**src/design/fes_pkg.sv**
```systemverilog
// Shared types, codes and helpers for the flash/EEPROM byte store.
// No dependencies.
package fes_pkg;

   localparam logic [1:0] OP_READ    = 2'd0;
   localparam logic [1:0] OP_PROGRAM = 2'd1;
   localparam logic [1:0] OP_ERASE   = 2'd2;

   localparam logic [1:0] CSR_FLASH_MODE   = 2'd0;
   localparam logic [1:0] CSR_STORAGE      = 2'd1;
   localparam logic [1:0] CSR_PROGRAM_UNIT = 2'd2;
   localparam logic [1:0] CSR_ERASE_UNIT   = 2'd3;

   localparam logic [7:0]  ERASED_BYTE  = 8'hFF;
   localparam logic [16:0] MAX_READ_LEN = 17'h0FFFF;

   typedef enum logic [1:0] {
      ST_OK      = 2'd0,
      ST_INVALID = 2'd1,
      ST_BITSET  = 2'd2,
      ST_SKIPPED = 2'd3
   } fes_status_type;

   typedef struct packed {
      logic        flash_mode;
      logic [16:0] storage_bytes;
      logic [3:0]  program_unit_log2;
      logic [4:0]  erase_unit_log2;
   } fes_cfg_type;

   typedef struct packed {
      logic       ok;
      logic [1:0] req_type;
      logic       off_zero;
      logic [7:0] write_byte;
   } fes_item_type;

   function automatic logic is_aligned(input logic [16:0] v, input logic [4:0] lg);
      logic ok;
      ok = 1'b1;
      for (int i = 0; i < 17; i++) begin
         ok = ok & ~(v[i] & (5'(i) < lg));
      end
      return ok;
   endfunction

endpackage

```
**src/design/fes_check.sv**
```systemverilog
// Range, alignment and type check of one beat, plus its byte address.
// Depends on fes_pkg.
module fes_check import fes_pkg::*; #(
   parameter int MEM_BYTES = 65536,
   parameter int AW = 16
) (
   input  fes_cfg_type  cfg,
   input  logic [1:0]   req_type,
   input  logic [15:0]  start_addr,
   input  logic [16:0]  txn_length,
   input  logic [15:0]  byte_offset,
   input  logic [7:0]   write_byte,
   output fes_item_type item,
   output logic [AW-1:0] addr
);
   localparam int LW = (AW + 1 > 18) ? AW + 1 : 18;
   localparam int SW = (AW > 17) ? AW : 17;

   logic [LW-1:0] limit;
   logic [LW-1:0] end_sum;
   logic [SW-1:0] addr_sum;
   logic          range_ok;
   logic          type_ok;

   always_comb begin
      limit = (LW'(cfg.storage_bytes) < LW'(MEM_BYTES)) ? LW'(cfg.storage_bytes)
                                                        : LW'(MEM_BYTES);
      end_sum  = LW'(start_addr) + LW'(txn_length);
      range_ok = (txn_length != 17'd0) && (end_sum <= limit)
                 && ({1'b0, byte_offset} < txn_length);
      case (req_type)
         OP_READ: begin
            type_ok = (txn_length <= MAX_READ_LEN);
         end
         OP_PROGRAM: begin
            type_ok = !cfg.flash_mode
                      || is_aligned({1'b0, start_addr}, {1'b0, cfg.program_unit_log2});
         end
         OP_ERASE: begin
            type_ok = cfg.flash_mode
                      && is_aligned({1'b0, start_addr}, cfg.erase_unit_log2)
                      && is_aligned(txn_length, cfg.erase_unit_log2);
         end
         default: begin
            type_ok = 1'b0;
         end
      endcase
      addr_sum        = SW'(start_addr) + SW'(byte_offset);
      addr            = addr_sum[AW-1:0];
      item.ok         = range_ok && type_ok;
      item.req_type   = req_type;
      item.off_zero   = (byte_offset == 16'd0);
      item.write_byte = write_byte;
   end
endmodule

```
**config.mk**
```make
export PLATFORM = sky130hd
export DESIGN_NAME = fes_check
export DESIGN_NICKNAME = d
export VERILOG_FILES = /design/src/design/fes_pkg.sv /design/src/design/fes_check.sv
export SDC_FILE = /design/constraint.sdc
export NUM_CORES = 1
export LEC_CHECK = 0
export ABC_CLOCK_PERIOD_IN_PS = 8500
export BUFFER_PORTS_ARGS = -buffer_cell sky130_fd_sc_hd__buf_2
export CORE_UTILIZATION = 50
export DETAILED_ROUTE_END_ITERATION = 6
export GPL_TIMING_DRIVEN = 0
export PLACE_DENSITY = 0.82
export SLEW_MARGIN = 20
export SYNTH_ARGS = -nofsm -noshare
export SYNTH_HDL_FRONTEND = slang
export SYNTH_SLANG_ARGS = --single-unit
export TNS_END_PERCENT = 5
```
**constraint.sdc**
```tcl
create_clock -name vclk -period 8.5
set_input_delay 0.425 -clock vclk [all_inputs]
set_output_delay 0.425 -clock vclk [all_outputs]
set_load 0.005 [all_outputs]
```
==> results of run 1 <==
==> layout make-up <==
class                           count  area [µm²]
Multi-Input combinational cell    351        2600
Timing Repair Buffer              102         510
Tap cell                           72        90.1
Buffer                             15         116
Fill cell                         553        2030
Inverter                           32         120
==> kinds of logic after synthesis <==
family	Yosys count	synth area share, %
and+or+nand+nor	125	22.5
buffers and inverters	47	8.33
xor gates and xnor gates	25	7.72
adders and majority gates	66	29.5
AOI/OAI and AO/OA	135	31.9
==> per-layer routing <==
layer	part of all wire, %	global-route usage (%)
met4	1.7	5.47
met2	48	51.3
met1	43	34.0
met5	0	0
met3	7.4	0.941
==> cells in the mapped netlist, types with 2 or more instances <==
master and n:
o32ai_1 3, o31ai_1 4, xor2_1 4, nand2_1 31
and3_1 4, or2_2 2, buf_4 12, nor4_1 11
nand3_1 7, or3_1 4, a21oi_1 36, a211oi_1 12
a2111oi_0 2, a21o_1 11, nor2b_1 7, o211ai_1 5
nor2_1 29, buf_6 2, o21bai_1 4, inv_1 32
o22ai_1 4, nand2b_1 6, a31oi_1 5, nand4_1 6
o21ai_0 23, fa_1 2, o2111ai_1 2, and4_1 3
nor3_1 9, xnor2_1 21, ha_1 63, o21a_1 10
==> power by group <==
group	internal (mW)	switching [mW]	total (mW)
registers	0	0	0
clock network	0	0	0
logic	0.117	0.132	0.249
total	0.117	0.132	0.249
==> stage by stage <==
stage | power, mW | setup slack (ps)
finish | 0.249 | 3460
global route | 0.280 | 3190
CTS | 0.247 | 3540
detailed placement | 0.246 | 3560
global placement | 0.238 | 3650
floorplan | 0.165 | 4420
==> layout by cell type (no fill, tap or decap), types with 9 or more instances in the layout <==
| cell | count |
|---|---|
| o21ai_0 | 23 |
| inv_1 | 32 |
| buf_2 | 102 |
| a211oi_1 | 12 |
| a21oi_1 | 36 |
| nand2_1 | 31 |
| nor3_1 | 9 |
| nor2_1 | 29 |
| xnor2_1 | 21 |
| a21o_1 | 11 |
| o21a_1 | 10 |
| buf_4 | 12 |
| ha_1 | 63 |
| nor4_1 | 11 |
==> final timing paths <==
kind / slack, ps / from / endpoint
worst max-delay path: 3460 / start_addr[0] / item[11]
worst min-delay path: 1010 / write_byte[2] / item[2]
==> impl_metrics.csv, run 1 <==
group,metric,value,unit
die,die_x,77.3,µm
global_route,antenna_found_initial,0,
critical_path,cp.depth,18,
final_layout,diodes,0,
detailed_routing,wl_per_cell,14.5,µm
detailed_routing,drc_errors,0,
logic_synthesis,syn_nets,549,
sta,maxSlewHeadroom,66.0,%
logic_synthesis,synth_top_cell_area_share,27.8,%
final_layout,regArea,0,µm²
sta,min_period,5040,ps
die,coreArea,5470,µm²
global_route,grt_pass1_wl,13.8,mm
critical_path,critPathMostFrequentCell,"a211oi_1",
sta,setup_viol,0,
sta,setup_tns,0,ps
critical_path,cp_cell_sequence,"buf_2 -> ha_1 -> fa_1 -> a211oi_1 -> o21bai_1 -> a31o_2 -> a211oi_1 -> o31ai_1 -> a21oi_1 -> xnor2_1 -> ha_1 -> a21oi_1 -> o221ai_1 -> a211oi_1 -> o21a_1 -> o21ai_0 -> a2111oi_2 -> buf_2",
critical_path,critPathBufInv,2,
power_and_ir_drop,worst_ir_drop_vdd,0.0358,mV
clocking,ctsResizeCount,0,
placement,portBuffers,102,
logic_synthesis,syn_inst,398,
placement,dp_cells,572,
flow_run,maxCapViolations,0,
logic_synthesis,avgSynthCellArea,7.13,µm²
detailed_routing,dr.pass1.iters,5,
power_and_ir_drop,leakage,1.72,nW
sta,fin_crit_sh,59.3,%
placement,placed_area,3440,µm²
logic_synthesis,yosysWarnings,0,
final_layout,fin_area,3440,µm²
global_route,grt_pass1_vias,3261,
sta,rsz0062_at_grt,"false",
critical_path,arrival,4610,ps
placement,hpwl,7.12,mm
logic_synthesis,syn_area,2840,µm²
final_layout,nNetsFinal,653,
critical_path,crit_family,"compound AO/OA/AOI/OAI gates",
placement,place_congestion,0.894,
final_layout,seq_cells,0,
sta,finalMaxSlewViolations,0,
logic_synthesis,netlist_top_cells_area,"ha_1, xnor2_1, a21oi_1, inv_1, nand2_1",
die,die-height,77.3,µm
min_path,hold_class,"input pin to primary output",
clocking,ctsHoldBuffers,0,
final_layout,final_cells,572,
sta,tightest_slew,506,ps
logic_synthesis,yosys.area.top_type,"ha_1",
logic_synthesis,synth_cell_types,54,
detailed_routing,drt-total-wl,8.32,mm
critical_path,cp_max_fo,6,
logic_synthesis,ys_seq_area_share,0,%
global_route,grt_max_degree,11,
global_route,track_usage,27.2,%
power_and_ir_drop,p_per_area,72.5,nW/µm²
final_layout,clockBufferCount,0,
clocking,cts_setup_buffers,0,
run_status,outcome,"complete, no violations",
final_layout,post-route-util,62.8,%
sta,finalHoldViolCount,0,
critical_path,crit_path_start_kind,"input pin",
final_layout,area_growth,21.2,%
sta,whs,1010,ps
detailed_routing,num_vias,3412,
detailed_routing,drtIter0Drc,123,
sta,max_freq,198,MHz
critical_path,crit_path_end_kind,"primary output",
critical_path,cp.required,8080,ps
detailed_routing,vias_per_cell,5.97,
die,dieArea,5980,µm²
die,io_pins,114,
critical_path,critPathSlowestCell,"fa_1",
detailed_routing,ant_nets,0,
min_path,holdPathStages,2,
global_route,gr-total-overflow,0,
critical_path,slowest_delay,440,ps
critical_path,crit_type,"input pin to primary output",
die,rows,27,
die,start_util,51.9,%
final_layout,drive_above_1_share,25.2,%
No activity file was read; power rests on OpenSTA's default activity.
==> run 2: changes to the inputs <==
--- a/config.mk
+++ b/config.mk
@@ -5,12 +5,13 @@
 export SDC_FILE = /design/constraint.sdc
 export NUM_CORES = 1
 export LEC_CHECK = 0
-export ABC_CLOCK_PERIOD_IN_PS = 8500
+export ABC_AREA = 1
+export ABC_CLOCK_PERIOD_IN_PS = 4100
 export BUFFER_PORTS_ARGS = -buffer_cell sky130_fd_sc_hd__buf_2
-export CORE_UTILIZATION = 50
+export CORE_UTILIZATION = 48
 export DETAILED_ROUTE_END_ITERATION = 6
 export GPL_TIMING_DRIVEN = 0
-export PLACE_DENSITY = 0.82
+export PLACE_DENSITY = 0.81
 export SLEW_MARGIN = 20
 export SYNTH_ARGS = -nofsm -noshare
 export SYNTH_HDL_FRONTEND = slang
==> constraint.sdc (replaced) <==
create_clock -name vclk -period 4.1
set_input_delay 0.205 -clock vclk [all_inputs]
set_output_delay 0.205 -clock vclk [all_outputs]
set_load 0.005 [all_outputs]
==> run 2 against run 1 <==
  * Sequential share of layout area unchanged
  * Power increased by 120%
  * Via count is 11% higher
  * Clock-buffer cell count did not move
  * Synthesized area up 7.8%
  * Combinational power grew 120%
  * Largest cell class unchanged
  * Highest routed layer is now met5
==> impl_metrics.csv, run 2 <==
group,metric,value,unit
die,die-height,81.9,µm
detailed_routing,drc_errors,0,
placement,place_congestion,0.905,
die,rows,28,
detailed_routing,dr.pass1.iters,5,
placement,dp_cells,711,
clocking,ctsHoldBuffers,0,
clocking,cts_setup_buffers,0,
sta,min_period,3220,ps
die,start_util,50.8,%
placement,portBuffers,105,
die,die_x,81.9,µm
global_route,grt_pass1_wl,15.0,mm
critical_path,crit_path_start_kind,"input pin",
detailed_routing,top_layer,"met5",
final_layout,seq_cells,0,
detailed_routing,ant_nets,0,
die,coreArea,6030,µm²
final_layout,nNetsFinal,789,
logic_synthesis,avgSynthCellArea,5.76,µm²
critical_path,critPathMostFrequentCell,"nand2_1",
final_layout,mostFrequentLayoutCells,"nand2_1, buf_2, inv_1",
logic_synthesis,syn_area,3060,µm²
global_route,track_usage,27.9,%
critical_path,crit_type,"input pin to primary output",
detailed_routing,dr_wl_met2,4.55,mm
power_and_ir_drop,p_per_area,146,nW/µm²
detailed_routing,drt-total-wl,9.28,mm
logic_synthesis,synth_cell_types,35,
logic_synthesis,synth_top_cell_area_share,25.8,%
run_status,outcome,"complete, no violations",
critical_path,crit_family,"simple AND/OR/NAND/NOR gates",
logic_synthesis,synth_common_cells,"nand2_1, inv_1, ha_1",
critical_path,critPathBufInv,2,
detailed_routing,drtIter0Drc,104,
final_layout,final_cells,711,
placement,hpwl,8.17,mm
detailed_routing,num_vias,3799,
critical_path,critPathSlowestCell,"fa_1",
sta,finalMaxSlewViolations,0,
final_layout,area_growth,20.2,%
final_layout,drive_above_1_share,20.4,%
sta,setup_viol,0,
placement,placed_area,3680,µm²
global_route,gr-total-overflow,0,
detailed_routing,vias_per_cell,5.34,
sta,tightest_slew,516,ps
logic_synthesis,yosysWarnings,0,
detailed_routing,wl_met1,4.07,mm
critical_path,cp_cell_sequence,"buf_2 -> ha_1 -> fa_1 -> nand3_1 -> nand2_1 -> a31oi_1 -> o21ai_2 -> xor2_1 -> ha_1 -> nand2_1 -> nor2_1 -> nor3_1 -> nand2_1 -> nand2_1 -> nand2_1 -> nand2_1 -> nand2_1 -> nand2_1 -> nand3_1 -> nor2_1 -> buf_2",
critical_path,cp.required,3890,ps
critical_path,arrival,3010,ps
logic_synthesis,syn_nets,682,
global_route,grt_pass1_vias,3578,
logic_synthesis,ys_seq_area_share,0,%
power_and_ir_drop,worst_ir_drop_vdd,0.0743,mV
logic_synthesis,yosys.area.top_type,"ha_1",
final_layout,diodes,0,
sta,rsz0062_at_grt,"false",
clocking,ctsResizeCount,0,
die,dieArea,6700,µm²
logic_synthesis,synth_most_common_cell,"nand2_1",
logic_synthesis,syn_inst,531,
critical_path,cp_max_fo,5,
final_layout,nFillCells,609,
logic_synthesis,netlist_top_cells_area,"ha_1, nand2_1, inv_1, a21oi_1, xor2_1",
flow_run,maxCapViolations,0,
sta,max_freq,311,MHz
final_layout,clockBufferCount,0,
final_layout,regArea,0,µm²
final_layout,final_common_cell,"nand2_1",
global_route,grt_max_degree,11,
sta,fin_crit_sh,78.5,%
final_layout,fin_area,3680,µm²
min_path,hold_class,"input pin to primary output",
detailed_routing,wl_per_cell,13.0,µm
global_route,antenna_found_initial,1,
power_and_ir_drop,leakage,2.17,nW
sta,setup_tns,0,ps
critical_path,slowest_delay,410,ps
critical_path,crit_path_end_kind,"primary output",
detailed_routing,dr_wl_met3,447,µm
sta,maxSlewHeadroom,65.3,%
die,io_pins,114,
sta,finalHoldViolCount,0,
## run 2: cell types whose count changed after synthesis, sizes merged, moves of 7 or more
cell	before	now
a211oi	12	2
a21oi	36	44
inv	32	71
nand2	31	149
nand3	7	37
nor2	29	53
nor2b	7	0
o21a	10	2
xnor2	21	7
xor2	4	22
## run 2: report_power, final
group,internal [mW],switching (mW),total [mW]
clock,0,0,0
sequential,0,0,0
combinational,0.228,0.310,0.538
total,0.228,0.310,0.538
## run 2: final timing paths
path                      start  endpoint  slack (ps)  cells after the start
hold / removal    write_byte[5]   item[5]         570                      2
setup / recovery  start_addr[0]  item[11]         880                     21
## run 2: cell families after synthesis
kind of cell / share of synthesized area, %
simple gates: 36.8
compound gates: 16.4
buf+inv: 11.4
fa+ha+maj: 27.1
xor+xnor: 8.30
## run 2: metal layers
layer  up-vias  global-route usage (%)
li1       1978                       -
met1      1667                    32.0
met2       131                    55.1
met3        21                    1.78
met4         2                    6.32
met5         -                       0
## run 2: layout make-up
cell class	instances	area [µm²]	area share, %
timing repair buffer	105	526	14.3
buffer	12	83.8	2.28
inverter	71	267	7.24
multi-input combinational	448	2710	73.6
tap	75	93.8	2.55
## run 2: through the flow
stage / util [%] / power (mW) / hold WS, ps / setup WS, ps
CTS: 61.1 / 0.536 / 575 / 860
global route: 61.1 / 0.612 / 584 / 640
detailed placement: 61.1 / 0.532 / 576 / 863
global placement: 61.1 / 0.519 / 577 / 926
floorplan: - / 0.357 / 491 / 1450
finish: 61.1 / 0.538 / 575 / 881
